$ cat config.mk
export PLATFORM = sky130hd
export DESIGN_NAME = fra_table
export DESIGN_NICKNAME = d
export VERILOG_FILES = /design/src/rtl/fra_pkg.sv /design/src/rtl/fra_table.sv
export SDC_FILE = /design/constraint.sdc
export NUM_CORES = 2
export LEC_CHECK = 0
export ABC_CLOCK_PERIOD_IN_PS = 27400
export BUFFER_PORTS_ARGS = -buffer_cell sky130_fd_sc_hd__buf_2
export CORE_MARGIN = 2
export CORE_UTILIZATION = 45
export DETAILED_ROUTE_END_ITERATION = 8
export GPL_TIMING_DRIVEN = 0
export HOLD_SLACK_MARGIN = 0.05
export SLEW_MARGIN = 20
export SYNTH_ARGS = -nofsm -noshare
export SYNTH_HDL_FRONTEND = slang
export SYNTH_SLANG_ARGS = --single-unit
$ cat constraint.sdc
create_clock -name clk -period 27.4 [get_ports clk]
set_clock_uncertainty 0.1 [all_clocks]
set_input_delay 2.74 -clock clk [delete_from_list [all_inputs] [get_ports clk]]
set_output_delay 2.74 -clock clk [all_outputs]
set_load 0.1 [all_outputs]
$ cat src/rtl/fra_pkg.sv
// ============================================================================
// fra_pkg
// Types and constants shared by the frequency residency accumulator blocks.
// ============================================================================
`timescale 1ns / 1ps
`default_nettype none

package fra_pkg;

  localparam int FREQ_W    = 32;
  localparam int TIME_W    = 32;
  localparam int PERIOD_W  = 16;
  localparam int ACC_W     = 64;
  // A 16-bit millisecond period times 1000 stays below 2^26.
  localparam int WIN_W     = 26;
  localparam int PROD_W    = WIN_W + TIME_W;
  localparam int DIV_CNT_W = $clog2(PROD_W + 1);

  localparam logic [9:0]       US_PER_MS = 10'd1000;
  localparam logic [WIN_W-1:0] MS_TO_US  = WIN_W'(US_PER_MS);

  typedef enum logic {
    OP_UPDATE = 1'b0,
    OP_READ   = 1'b1
  } op_t;

  typedef enum logic [2:0] {
    ST_ACCEPTED = 3'd0,
    ST_IGNORED  = 3'd1,
    ST_FULL     = 3'd2,
    ST_REFUSED  = 3'd3,
    ST_ENTRY    = 3'd4,
    ST_EMPTY    = 3'd5
  } status_t;

  typedef struct packed {
    op_t                 operation;
    logic [FREQ_W-1:0]   freq;
    logic [TIME_W-1:0]   busy_span;
    logic [TIME_W-1:0]   total_span;
    logic [PERIOD_W-1:0] period_ms;
  } in_item_t;

  typedef struct packed {
    status_t           status;
    logic [FREQ_W-1:0] entry_freq;
    logic [ACC_W-1:0]  entry_run_us;
    logic [ACC_W-1:0]  entry_idle_us;
    logic              last;
  } out_item_t;

  typedef struct packed {
    logic [FREQ_W-1:0] freq;
    logic [ACC_W-1:0]  run_us;
    logic [ACC_W-1:0]  idle_us;
  } entry_t;

  typedef struct packed {
    logic              start;
    logic [PROD_W-1:0] dividend;
    logic [TIME_W-1:0] divisor;
  } div_ctl_t;

  typedef struct packed {
    logic             done;
    logic [WIN_W-1:0] quotient;
  } div_sts_t;

  typedef enum logic [3:0] {
    S_IDLE,
    S_MUL,
    S_DIV_START,
    S_DIV_WAIT,
    S_SRCH_RD,
    S_SRCH_CMP,
    S_APPEND,
    S_EMIT,
    S_DR_RD,
    S_DR_OUT
  } fra_state_t;

endpackage

`default_nettype wire

$ cat src/rtl/fra_table.sv
// ============================================================================
// fra_table
// Residency entry store: one write port and one registered read port.
// ============================================================================
`timescale 1ns / 1ps
`default_nettype none

module fra_table #(
  parameter int DEPTH  = 16,
  parameter int ADDR_W = 4
) (
  input  wire logic              clk,
  input  wire logic              wr_en,
  input  wire logic [ADDR_W-1:0] wr_addr,
  input  wire fra_pkg::entry_t   wr_data,
  input  wire logic [ADDR_W-1:0] rd_addr,
  output fra_pkg::entry_t        rd_data
);

  fra_pkg::entry_t mem [DEPTH];
  fra_pkg::entry_t rd_data_r;

  always_ff @(posedge clk) begin
    if (wr_en) begin
      mem[wr_addr] <= wr_data;
    end
    rd_data_r <= mem[rd_addr];
  end

  assign rd_data = rd_data_r;

endmodule

`default_nettype wire

==> metrics <==
status=completed; CTS clk-pin slew, worst paths=0.06 ns; Die Ht=474 µm; Area growth syn-to-layout=18.6%; vias post-DR=approximately 48000; CTS Sinks=~2700; fin crit share=0.181; RSZ-0062 raised after global routing=no; Final Net Count=between 5000 and 6000; Leakage Power=0.0384 µW; largest area contributor in the netlist=edfxtp_1; chip width=474 µm; Num CTS Buffers=299; Pwr Total=between 9000 and 10000 µW; Cell Pwr Density=77.5 nW/µm²; FMAX=about 0.20 GHz; placed instance count=~7600; Pre-antenna DRT Iters=5; CP Max Fanout=8; cell-internal power=7060 µW; R2R cell count=3; Post-CTS Setup Bufs=0; sequential power share=0.513; critical path launch point type=input port; Post-Syn Area=99300 µm²; DP HPWL=165 mm; post-synthesis sequential area ratio=0.806; Worst Max-Slew Pin Slew=1.09 ns; placer congestion estimate=0.726; TNS Setup=0 ns; endpoints failing hold=0; max-cap violation count=0; crit path capture type=flip-flop; initial antenna violation count=71; Yosys top cell area share=0.774; wire per inst=30.7 µm; IR drop worst, VDD=about 0.058 mV; DR iter-0 viols=5662; CTS tree=done; Sw Ratio=0.227; Hold-fix buffers, CTS=0; Port-buffer cells=326; switching pwr=2070 µW; GR Overflow Total=0; largest net degree at the start of global routing=23; Combinational Power Share=0.071; Vias/cell=5.86; # DRC=0; full die area=224000 µm²; Hold WC Path Type=reg -> reg; Rel. slew slack=0.276; GRT Total Usage=0.224; initial core utilization=0.452; core box area=220000 µm²; vias in the first global route=48744; fraction of layout cells with a size suffix above 1=0.342; count of final setup violators=0; Mapped Cells=~4200; Crit path required time=between 20 and 30 ns; Non-Filler Instances=8160; number of nets produced by synthesis=approximately 4400; clock root cell=clkbuf_16; row count=about 170; first-pass GRT wire length=356 mm; H-Tree Depth=5; hold depth=3; IO Pins=330; clk_lat worst skew=between 0.9 and 1 ns; CTS Buffer Depth=4; Yosys warnings=0; post-route minimum period=4.97 ns; Routed Antenna Nets=0; top cells by area, synth=edfxtp_1 (77%), mux4_2 (13%), dfxtp_1 (3.2%); synth unique cells=27; Post-CTS Resized=0; worst setup path category=in -> reg; Avg Cell Area, Syn=between 20 and 25 µm²; critical path arrival=5.49 ns; number of synthesized register bits=2720; Max Slew Vio Count=0; WL final=251 mm; Clock power frac=0.416
## final timing paths
kind	to	startpoint	slack (ns)
max	mem[8][115]	wr_addr[2]	22.43
min	rd_data[88]	mem[15][88]	0.57
max reg2reg	rd_data[152]	mem[5][152]	25.78
min reg2reg	rd_data[88]	mem[15][88]	0.57
## synthesized netlist by cell type
cell      count
mux2i_1      35
or3b_2        1
o21ai_0      17
buf_1         9
mux2_2       81
nand2b_1     21
nor3_1        4
buf_2       104
buf_6         2
dfxtp_1     160
and2_1        3
nand3_1       1
nor2b_1      34
buf_4        27
nor2_2        1
edfxtp_1   2560
clkbuf_1     80
mux4_2      595
o21ai_1       2
o22a_1        9
nand2_1     117
or2_2         1
o221ai_1     28
a22oi_1     266
nand3b_1      2
nor2_1       14
a221oi_1     17
## state kept, by name, summed over array words and instances (netlist names)
register and flops:
mem 2560, rd_data 160
## layout by cell type, fill, tap and decap left out, types with 7 or more instances in the layout
cell and count:
nand2_1 117, mux2i_1 35, o21ai_0 17, edfxtp_1 2560, clkbuf_8 19, buf_6 27
buf_1 8, buf_4 112, clkinv_1 48, nor2_4 13, clkinv_2 40, mux4_2 595
buf_16 56, buf_2 431, clkbuf_2 9, clkbuf_1 141, nor2b_1 34, clkinvlp_4 7
a22oi_1 266, clkbuf_16 306, diode_2 16, nand2b_1 21, o221ai_1 28, inv_6 8
a221oi_1 17, o22a_1 9, dfxtp_1 160, bufinv_16 14, mux2_2 81, buf_12 74
## routing by layer
metal / global-route usage / wire length, µm
met2: 0.345 / 118000
met1: 0.318 / 103000
met3: 0.0551 / 22400
met4: 0.0658 / 6740
met5: 0 / 272
## stage by stage
| step | setup WS [ns] | hold WS [ns] | util | area (µm²) |
|---|---|---|---|---|
| 2_1_floorplan | 12.38 | 0.535 | - | 99300 |
| 3_3_place_gp | -3.03 | 0.548 | 0.476 | 105000 |
| 3_5_place_dp | 21.46 | 0.562 | 0.495 | 109000 |
| 4_1_cts | 22.45 | 0.576 | 0.536 | 118000 |
| 5_1_grt | 22.35 | 0.597 | 0.536 | 118000 |
| 6_report | 22.43 | 0.565 | 0.537 | 118000 |
## logic make-up (layout without fill, tap and decap cells)
group	count (synthesis)	count (layout)	share of synthesized area
muxes	711	711	0.148
buffers and inverters	222	1304	0.0109
AOI/OAI and AO/OA	339	339	0.0258
DFF	2720	2720	0.806
and+or+nand+nor	199	199	0.00922
other	0	16	0
## power by group through the flow
stage / Combinational (µW) / Clock [µW] / Sequential (µW)
after global placement: 626 / 0 / 4800
after floorplan: 224 / 0 / 4970
after CTS: 658 / 3870 / 4690
final: 650 / 3790 / 4690
after detailed placement: 657 / 0 / 4770
after global routing: 684 / 4020 / 4690
## final cells by class
| class | count | area (µm²) |
|---|---|---|
| fillers | 16702 | 102000 |
| flip-flops and latches | 2720 | 80100 |
| multi-input cells | 1249 | 18300 |
| clock buffers | 395 | 8180 |
| repair buffers | 566 | 5570 |
| well taps | 2871 | 3590 |
| plain buffers | 222 | 1090 |
| clock inverters | 121 | 966 |
| diodes | 16 | 40.0 |
## critical path, cell delays in order
cell and delay [ns]:
buf_2 0.12, nand3b_1 0.35, nor3_2 0.62, buf_4 0.31, buf_4 0.23, buf_6 0.16, buf_6 0.16, buf_4 0.22
buf_4 0.21, buf_6 0.15, buf_4 0.19
No activity file was read; power rests on OpenSTA's default activity.
