### src/rtl/fra_pkg.sv
// ============================================================================
// fra_pkg
// Types and constants shared by the frequency residency accumulator blocks.
// ============================================================================
`timescale 1ns / 1ps
`default_nettype none

package fra_pkg;

  localparam int FREQ_W    = 32;
  localparam int TIME_W    = 32;
  localparam int PERIOD_W  = 16;
  localparam int ACC_W     = 64;
  // A 16-bit millisecond period times 1000 stays below 2^26.
  localparam int WIN_W     = 26;
  localparam int PROD_W    = WIN_W + TIME_W;
  localparam int DIV_CNT_W = $clog2(PROD_W + 1);

  localparam logic [9:0]       US_PER_MS = 10'd1000;
  localparam logic [WIN_W-1:0] MS_TO_US  = WIN_W'(US_PER_MS);

  typedef enum logic {
    OP_UPDATE = 1'b0,
    OP_READ   = 1'b1
  } op_t;

  typedef enum logic [2:0] {
    ST_ACCEPTED = 3'd0,
    ST_IGNORED  = 3'd1,
    ST_FULL     = 3'd2,
    ST_REFUSED  = 3'd3,
    ST_ENTRY    = 3'd4,
    ST_EMPTY    = 3'd5
  } status_t;

  typedef struct packed {
    op_t                 operation;
    logic [FREQ_W-1:0]   freq;
    logic [TIME_W-1:0]   busy_span;
    logic [TIME_W-1:0]   total_span;
    logic [PERIOD_W-1:0] period_ms;
  } in_item_t;

  typedef struct packed {
    status_t           status;
    logic [FREQ_W-1:0] entry_freq;
    logic [ACC_W-1:0]  entry_run_us;
    logic [ACC_W-1:0]  entry_idle_us;
    logic              last;
  } out_item_t;

  typedef struct packed {
    logic [FREQ_W-1:0] freq;
    logic [ACC_W-1:0]  run_us;
    logic [ACC_W-1:0]  idle_us;
  } entry_t;

  typedef struct packed {
    logic              start;
    logic [PROD_W-1:0] dividend;
    logic [TIME_W-1:0] divisor;
  } div_ctl_t;

  typedef struct packed {
    logic             done;
    logic [WIN_W-1:0] quotient;
  } div_sts_t;

  typedef enum logic [3:0] {
    S_IDLE,
    S_MUL,
    S_DIV_START,
    S_DIV_WAIT,
    S_SRCH_RD,
    S_SRCH_CMP,
    S_APPEND,
    S_EMIT,
    S_DR_RD,
    S_DR_OUT
  } fra_state_t;

endpackage

`default_nettype wire

### src/rtl/fra_div.sv
// ============================================================================
// fra_div
// Restoring divider, one quotient bit per cycle, for the run-time share.
// ============================================================================
`timescale 1ns / 1ps
`default_nettype none

module fra_div (
  input  wire logic              clk,
  input  wire logic              rst_n,
  input  wire fra_pkg::div_ctl_t ctl,
  output fra_pkg::div_sts_t      sts
);

  logic                            busy_r, busy_nxt;
  logic                            done_r, done_nxt;
  logic [fra_pkg::DIV_CNT_W-1:0]   cnt_r, cnt_nxt;
  logic [fra_pkg::TIME_W-1:0]      rem_r, rem_nxt;
  logic [fra_pkg::TIME_W-1:0]      dsr_r, dsr_nxt;
  logic [fra_pkg::PROD_W-1:0]      dvd_r, dvd_nxt;
  logic [fra_pkg::WIN_W-1:0]       quo_r, quo_nxt;
  logic [fra_pkg::TIME_W:0]        trial;
  logic [fra_pkg::TIME_W:0]        diff;
  logic                            ge;

  always_ff @(posedge clk) begin
    if (!rst_n) begin
      busy_r <= 1'b0;
      done_r <= 1'b0;
    end else begin
      busy_r <= busy_nxt;
      done_r <= done_nxt;
    end
    cnt_r <= cnt_nxt;
    rem_r <= rem_nxt;
    dsr_r <= dsr_nxt;
    dvd_r <= dvd_nxt;
    quo_r <= quo_nxt;
  end

  always_comb begin
    trial    = {rem_r, dvd_r[fra_pkg::PROD_W-1]};
    diff     = trial - {1'b0, dsr_r};
    ge       = (trial >= {1'b0, dsr_r});
    busy_nxt = busy_r;
    done_nxt = 1'b0;
    cnt_nxt  = cnt_r;
    rem_nxt  = rem_r;
    dsr_nxt  = dsr_r;
    dvd_nxt  = dvd_r;
    quo_nxt  = quo_r;
    if (ctl.start) begin
      busy_nxt = 1'b1;
      cnt_nxt  = fra_pkg::DIV_CNT_W'(fra_pkg::PROD_W);
      rem_nxt  = '0;
      dsr_nxt  = ctl.divisor;
      dvd_nxt  = ctl.dividend;
      quo_nxt  = '0;
    end else if (busy_r) begin
      // The remainder always stays below the divisor, so 32 bits hold it.
      rem_nxt = ge ? diff[fra_pkg::TIME_W-1:0] : trial[fra_pkg::TIME_W-1:0];
      dvd_nxt = {dvd_r[fra_pkg::PROD_W-2:0], 1'b0};
      // The quotient never exceeds the window, so its upper bits are zero.
      quo_nxt = {quo_r[fra_pkg::WIN_W-2:0], ge};
      cnt_nxt = cnt_r - fra_pkg::DIV_CNT_W'(1);
      if (cnt_r == fra_pkg::DIV_CNT_W'(1)) begin
        busy_nxt = 1'b0;
        done_nxt = 1'b1;
      end
    end
  end

  assign sts.done     = done_r;
  assign sts.quotient = quo_r;

endmodule

`default_nettype wire

### config.mk
export PLATFORM = sky130hd
export DESIGN_NAME = fra_div
export DESIGN_NICKNAME = d
export VERILOG_FILES = /design/src/rtl/fra_pkg.sv /design/src/rtl/fra_div.sv
export SDC_FILE = /design/constraint.sdc
export NUM_CORES = 1
export LEC_CHECK = 0
export BUFFER_PORTS_ARGS = -buffer_cell sky130_fd_sc_hd__buf_2
export CORE_AREA = 2 2 123 125
export CTS_CLUSTER_DIAMETER = 120
export DETAILED_ROUTE_END_ITERATION = 8
export DIE_AREA = 0 0 125 127
export PLACE_DENSITY = 0.77
export SLEW_MARGIN = 20
export SYNTH_ARGS = -nofsm -noshare
export SYNTH_HDL_FRONTEND = slang
export SYNTH_SLANG_ARGS = --single-unit
### constraint.sdc
create_clock -name clk -period 3.8 [get_ports clk]
set_input_delay 1.14 -clock clk [delete_from_list [all_inputs] [get_ports clk]]
set_output_delay 1.14 -clock clk [all_outputs]
set_load 0.03 [all_outputs]
==> metrics.yaml, run 1 <==
run_status:
  run_status: "completed"
min_path:
  min-delay-start: "rem_r[15]"
  worstHoldEndpoint: "rem_r[15]"
  min_path_cells: 2
  min-delay-path-class: "reg2reg"
yosys:
  syn_avg_cell_area_um2: 11.16
  synth_seq_cells: 156
  synth_xor_xnor_area_share_pct: 3.517
  synthSimpleGateAreaFrac_pct: 8.887
  ys.warnings.count: 0
  synth_top_area_share_pct: 33.91
  synth_area_um2: 7969
  synth.mux.area_fraction_pct: 14.60
  netlist.top_cell.by_area: "edfxtp_1"
  synth_enable_flop_cells: 90
  postSynth.topFlopCell: "edfxtp_1"
  post_synth_adder_cell_area_pct: 5.590
  synth-seq-area-share_pct: 50.49
  share_of_the_synthesized_area_in_compound_gates_ao_oa_aoi_oai_pct: 12.06
  synthArstFlopShare_pct: 0
  post_synth_main_area_contributors: "edfxtp_1, dfxtp_1, mux2_2, mux2i_1, ha_1"
  netlist_instances: 714
  synth_cell_type_count: 57
  dominant_combinational_cell_family_by_area_after_synthesis: "multiplexers"
  mappedNetlistNets: 842
setup_path:
  rrSetupSlack_ps: 770
  path_max_fanout: 6
  crit_top_cell: "a21oi_1"
  r2r_end: "rem_r[0]"
  cells_traversed_along_the_worst_timing_path: "inv_1, ha_1, a21oi_1, a21oi_1, nor2b_1, a41oi_2, a21oi_2, o31ai_4, a31oi_1, mux2_2, a211oi_1"
  largest_incremental_delay_on_the_critical_path_ps: 450
  critPathTopFamily: "compound AO/OA/AOI/OAI gates"
  timing_worst_setup_path_type: "reg2reg"
  cp_data_required_time_ps: 4130
  worst_r2r_path_depth: 11
  setup.worst_path.end_class: "flip-flop"
  slowest_stage_cell_crit_path: "a31oi_1"
  r2r-start: "dsr_r[10]"
  critical_path_buf_inv_count: 1
  critical_path_launch_point_type: "flip-flop"
  worst_ep_arrival_time_ps: 3360
pwr:
  ir_worst_vdd_mv: 0.3555
  power.static_leakage_nw: 3.811
  total_design_power_mw: 4.155
  power_density_nw_per_um2: 452.3
clocking:
  post_cts_resize_count: 0
  ctsLongestPathBuffers: 2
  cts.hold.buffers_added: 0
  setup_repair_bufs_after_cts: 0
  htree_num_levels: 4
  clock-sinks: 156
  clock_latency_ps: 420
  cts_made_buffers: 17
  clock_tree.root_cell: "clkbuf_16"
  cts.reportedPaths.clkPinSlew_ps: 60
  cts_tree: "yes"
global_route:
  gr-usage-met3_pct: 8.375
  grt_pass1_vias: 5574
  grtUsageMet1_pct: 25.67
  grt_pass1_wl_um: 26310
  top_usage_layer: "met2"
  gr-usage-all-layers_pct: 20.37
  globalRouteMet2Util_pct: 32.03
  grt_antenna_before_repair: 2
  overflow: 0
  grt_start_max_net_pins: 131
floorplanning:
  floorplan.io_pins: 120
  die_w_um: 125
  initial_utilization_pct: 55.25
  site_row_count: 44
  core-area_um2: 14420
  die_height_um: 127
  die-area_um2: 15880
sta:
  max_slew_margin_pct: 52.53
  timing.final.hold_violations: 0
  maxClockFrequency_ghz: 0.3300
  clock_skew_ps: 8.619
  layout_worst_path_cycle_share_pct: 79.75
  maxSlewViolCount: 0
  timing.setup.tns_ps: 0
  period_needed_ps: 3031
  rsz_0062_raised_after_global_routing: "false"
  setup_viol_count_final: 0
  max_slew.worst_pin.slew_ps: 712.1
detailed_routing:
  drt_first_iter_violations: 461
  drc: 0
  route.vias.total: 5584
  drt_pre_antenna_iters: 5
  avgViaCountPerCell: 5.496
  wl_per_cell_um: 15.48
  finalWirelength_um: 15730
  antenna_left: 0
finish:
  area_delta_synth_final_pct: 15.26
  multi_input_comb_area_um2: 3558
  n_fill_cell: 1129
  finalNetCount: 947
  num_antenna_cells: 0
  layout-drive-gt1-share_pct: 26.56
  ff_latch_area_um2: 4025
  fin_cells: 1016
placed_design:
  post_placement_cell_count: 984
  finalWeightedCongestion: 0.9371
  io_buffer_count: 119
  dp_hpwl_um: 11110
flow_run:
  maxCapViolations: 0
-- cell type report --
class,count,share of cell area (%)
Sequential cell,156,43.82
Multi-Input combinational cell,477,38.74
Timing Repair Buffer,125,7.138
Clock buffer,24,5.462
Tap cell,184,2.506
Inverter,42,1.716
Clock inverter,8,0.6130
-- through the flow --
step	area, µm²	utilization (%)	setup WS, ps	hold slack, ps
after floorplan	7969	-	617.7	428.3
after global placement	8627	59.81	915.4	441.1
after detailed placement	8627	59.81	788.6	462.8
after CTS	9185	63.68	775.1	470.9
after global routing	9185	63.68	511.4	502.2
final	9185	63.68	769.4	468.5
-- cell families (layout without fill, tap and decap cells) --
family                   Yosys count  after routing
AO/OA/AOI/OAI                    142            142
XOR/XNOR                          32             32
adder cells (fa/ha/maj)           35             35
buffers and inverters             81            199
flip-flops                       156            156
multiplexers                     109            109
AND/OR/NAND/NOR                  159            159
-- layer usage --
layer / vias up / share of wire (%)
met5: - / 0.045
met3: 22 / 7.6
li1: 2790 / -
met1: 2631 / 43
met2: 139 / 47
met4: 2 / 1.6
-- sequential cells by signal, summed over array words and instances, names as in the netlist --
name	cells
quo_r	26
done_r	1
dsr_r	32
busy_r	1
cnt_r	6
dvd_r	58
rem_r	32
-- placed cells by master, fill, tap and decap left out, types with 8 or more instances in the layout --
master     synthesis  layout
a211oi_1          20      20
a21o_1            15      15
a21oi_1           36      36
buf_2             10     118
clkbuf_16          0      19
dfxtp_1           66      65
edfxtp_1          90      90
ha_1              34      34
inv_1             42      41
mux2_2            58      58
mux2i_1           51      51
nand2_1           43      43
nand4_1           10      10
nor2_1            72      72
o21ai_0           21      21
o21bai_1           8       8
xnor2_1           18      18
xor2_1            14      14
-- worst max path at each step --
stage                     cells past startpoint  slack [ps]  startpoint        to
after global placement                       10         920    dsr_r[6]  rem_r[0]
final                                        11         770   dsr_r[10]  rem_r[0]
after global routing                         11         510   dsr_r[10]  rem_r[0]
after floorplan                               4         620     ctl[90]  dvd_r[0]
after CTS                                    11         780   dsr_r[10]  rem_r[0]
after detailed placement                     11         790   dsr_r[10]  rem_r[0]
-- Yosys cell counts, types with 3 or more instances --
| master | number |
|---|---|
| nand4_1 | 10 |
| dfxtp_1 | 66 |
| xor2_1 | 14 |
| a211oi_1 | 20 |
| nand2b_1 | 7 |
| nor2_1 | 72 |
| buf_1 | 9 |
| mux2_2 | 58 |
| mux2i_1 | 51 |
| ha_1 | 34 |
| o21bai_1 | 8 |
| nand2_1 | 43 |
| o21ai_1 | 4 |
| a21oi_1 | 36 |
| inv_1 | 42 |
| a31oi_1 | 7 |
| clkbuf_1 | 10 |
| o31ai_1 | 4 |
| o21ai_0 | 21 |
| nor3_1 | 5 |
| a21o_1 | 15 |
| xnor2_1 | 18 |
| buf_4 | 6 |
| nor4_1 | 3 |
| o211ai_1 | 5 |
| nor2b_1 | 5 |
| buf_2 | 10 |
| edfxtp_1 | 90 |
-- tightest hold or removal path: cells and delay by family, from the launching register on --
kind	cells	cell delay [ps]
flops	1	320
simple gates	1	50
compound gates	1	50
-- report_power, final --
group / internal, mW / switching, mW / total, mW / leakage, nW
Sequential: 1.93 / 0.0500 / 1.98 / 1.43
Clock: 0.930 / 0.655 / 1.59 / 0.277
Combinational: 0.265 / 0.330 / 0.594 / 2.10
Total: 3.12 / 1.04 / 4.15 / 3.81
Note: power is estimated with default switching activity, not from simulation.
==> run 2: changes to the inputs <==
==> constraint.sdc (replaced) <==
create_clock -name clk -period 3 [get_ports clk]
set_input_delay 0.9 -clock clk [delete_from_list [all_inputs] [get_ports clk]]
set_output_delay 0.9 -clock clk [all_outputs]
set_load 0.03 [all_outputs]
==> run 2 against run 1 <==
Via count is 3.4% higher. Clock power is 34% higher. Fmax is 5.9% higher. Non-clock buffer count is 10 higher. Die area stayed put. Critical path depth is 2 higher. Worst setup slack worse by 630 ps. First-iteration DRC count is 7.2% lower. Worst hold slack worse by 1.4 ps. Clock skew is 2.1 ps higher. Largest cell class unchanged.
==> metrics.yaml, run 2 (synthesized netlist as in run 1, its figures left out) <==
clocking:
  clock_tree.root_cell: "clkbuf_16"  # unchanged
  cts.reportedPaths.clkPinSlew_ps: 70  # was 60 ps
  cts_tree: "yes"  # unchanged
  cts_made_buffers: 17  # unchanged
  clock-sinks: 156  # unchanged
  htree_num_levels: 4  # unchanged
  clock_latency_ps: 430  # was 420 ps
  setup_repair_bufs_after_cts: 0  # unchanged
  ctsLongestPathBuffers: 2  # unchanged
detailed_routing:
  drc: 0  # unchanged
  route.vias.total: 5774  # was 5,584
  drt_pre_antenna_iters: 4  # was 5
  drt_first_iter_violations: 428  # was 461
  wl_per_cell_um: 16.41  # was 15.48 µm
  finalWirelength_um: 16860  # was 15,730 µm
  antenna_left: 0  # unchanged
  avgViaCountPerCell: 5.622  # was 5.496
flow_run:
  maxCapViolations: 0  # unchanged
finish:
  summed_area_of_non_filler_cells_in_the_final_layout_um2: 9364  # was 9185 µm²
  layout.cells.most_common_list: "buf_2, edfxtp_1, nor2_1"  # unchanged
  largest-register: "dvd_r"  # unchanged
  layout.cells.most_common: "buf_2"  # unchanged
  final_core_util_pct: 64.92  # was 63.68%
  finalNetCount: 957  # was 947
  area_delta_synth_final_pct: 17.51  # was 15.26%
  largest_registers: "dvd_r x58, dsr_r x32, rem_r x32"  # unchanged
  layout-drive-gt1-share_pct: 28.38  # was 26.56%
  largest_register_ffs: 58  # unchanged
floorplanning:
  core-area_um2: 14420  # unchanged
  die_w_um: 125  # unchanged
  die_height_um: 127  # unchanged
  die-area_um2: 15880  # unchanged
  site_row_count: 44  # unchanged
  floorplan.io_pins: 120  # unchanged
  initial_utilization_pct: 55.25  # unchanged
pwr:
  ir_worst_vdd_mv: 0.4686  # was 0.3555 mV
  total_design_power_mw: 5.428  # was 4.155 mW
  power.static_leakage_nw: 3.891  # was 3.811 nW
  power_density_nw_per_um2: 579.7  # was 452.3 nW/µm²
sta:
  layout_worst_path_cycle_share_pct: 95.36  # was 79.75%
  max_slew_margin_pct: 58.77  # was 52.53%
  timing.final.hold_violations: 0  # unchanged
  fin_hold_ws_ps: 467.2  # was 468.5 ps
  maxClockFrequency_ghz: 0.3495  # was 0.3300 GHz
  clock_skew_ps: 10.68  # was 8.619 ps
  max_slew.worst_pin.slew_ps: 609.9  # was 712.1 ps
  setup_viol_count_final: 0  # unchanged
  period_needed_ps: 2861  # was 3031 ps
  timing.setup.tns_ps: 0  # unchanged
  maxSlewViolCount: 0  # unchanged
setup_path:
  largest_incremental_delay_on_the_critical_path_ps: 420  # was 450 ps
  slowest_stage_cell_crit_path: "a2111oi_1"  # was a31oi_1
  critical_path_launch_point_type: "flip-flop"  # unchanged
  setup.worst_path.end_class: "flip-flop"  # unchanged
  worst_ep_arrival_time_ps: 3180  # was 3360 ps
  cells_traversed_along_the_worst_timing_path: "inv_1, ha_1, a21oi_1, buf_4, nand2b_1, a2111oi_1, a21oi_1, a31oi_1, buf_4, o41ai_1, xor2_1, mux2i_1, o21ai_1"  # was inv_1, ha_1, a21oi_1, a21oi_1, nor2b_1, a41oi_2, a21oi_2, o31ai_4, a31oi_1, mux2_2, a211oi_1
  cp_data_required_time_ps: 3320  # was 4130 ps
  timing_worst_setup_path_type: "reg2reg"  # unchanged
  path_max_fanout: 6  # unchanged
  critPathTopFamily: "compound AO/OA/AOI/OAI gates"  # unchanged
  critical_path_buf_inv_count: 3  # was 1
placed_design:
  placedInstanceArea_um2: 8740  # was 8627 µm²
  io_buffer_count: 119  # unchanged
  dp_hpwl_um: 11950  # was 11,110 µm
  finalWeightedCongestion: 0.9187  # was 0.9371
run_status:
  run_status: "completed"  # unchanged
global_route:
  grt_antenna_before_repair: 3  # was 2
  overflow: 0  # unchanged
  gr-usage-all-layers_pct: 21.57  # was 20.37%
  grt_pass1_wl_um: 27880  # was 26,310 µm
  grt_pass1_vias: 5937  # was 5,574
  grt_start_max_net_pins: 59  # was 131
min_path:
  min-delay-path-class: "reg2reg"  # unchanged
[run 2: metrics by stage]
stage / worst slack (ps) / cells
finish: 139.1 / 1027
global route: -24.05 / 1026
CTS: 124.9 / 1026
detailed placement: 141.4 / 994
global placement: 273.4 / 994
floorplan: 57.71 / 714
[run 2: tightest hold or removal path, cell delays in order, from the launching register on]
cell,delay (ps)
dfxtp_1,320
nand2_1,50
o21ai_1,50
[run 2: layout make-up]
| type | instances | area [µm²] |
|---|---|---|
| inverter | 42 | 157.7 |
| clock inverter | 13 | 121.4 |
| tap | 184 | 230.2 |
| antenna | 1 | 2.502 |
| fill | 1132 | 5060 |
| sequential | 156 | 4025 |
| multi-input combinational | 477 | 3583 |
| clock buffer | 19 | 475.5 |
| timing repair buffer | 135 | 768.2 |
[run 2: per-layer routing]
layer  track usage, %  up-vias  part of all wire, %
met2            36.13      179                   49
met1            26.13     2748                   43
met3            8.082       27                  6.8
met4            6.601        4                  1.5
met5                0        -                 0.15
li1                 -     2816                    -
[run 2: final timing paths]
check                               start        end  slack, ps  depth (start not counted)
worst max-delay path            dsr_r[10]  rem_r[31]        140                         13
worst min-delay path            rem_r[31]  rem_r[31]        470                          2
worst max register to register  dsr_r[10]  rem_r[31]        140                         13
worst min register to register  rem_r[31]  rem_r[31]        470                          2
[run 2: timing repair]
action	in CTS	in global routing
endpoints found under the setup margin	0	21
hold buffers	0	0
resized for setup	0	7
[run 2: report_power, final]
part / internal [mW] / switching [mW]
clock network: 1.19 / 0.937
registers: 2.44 / 0.0662
logic: 0.352 / 0.443
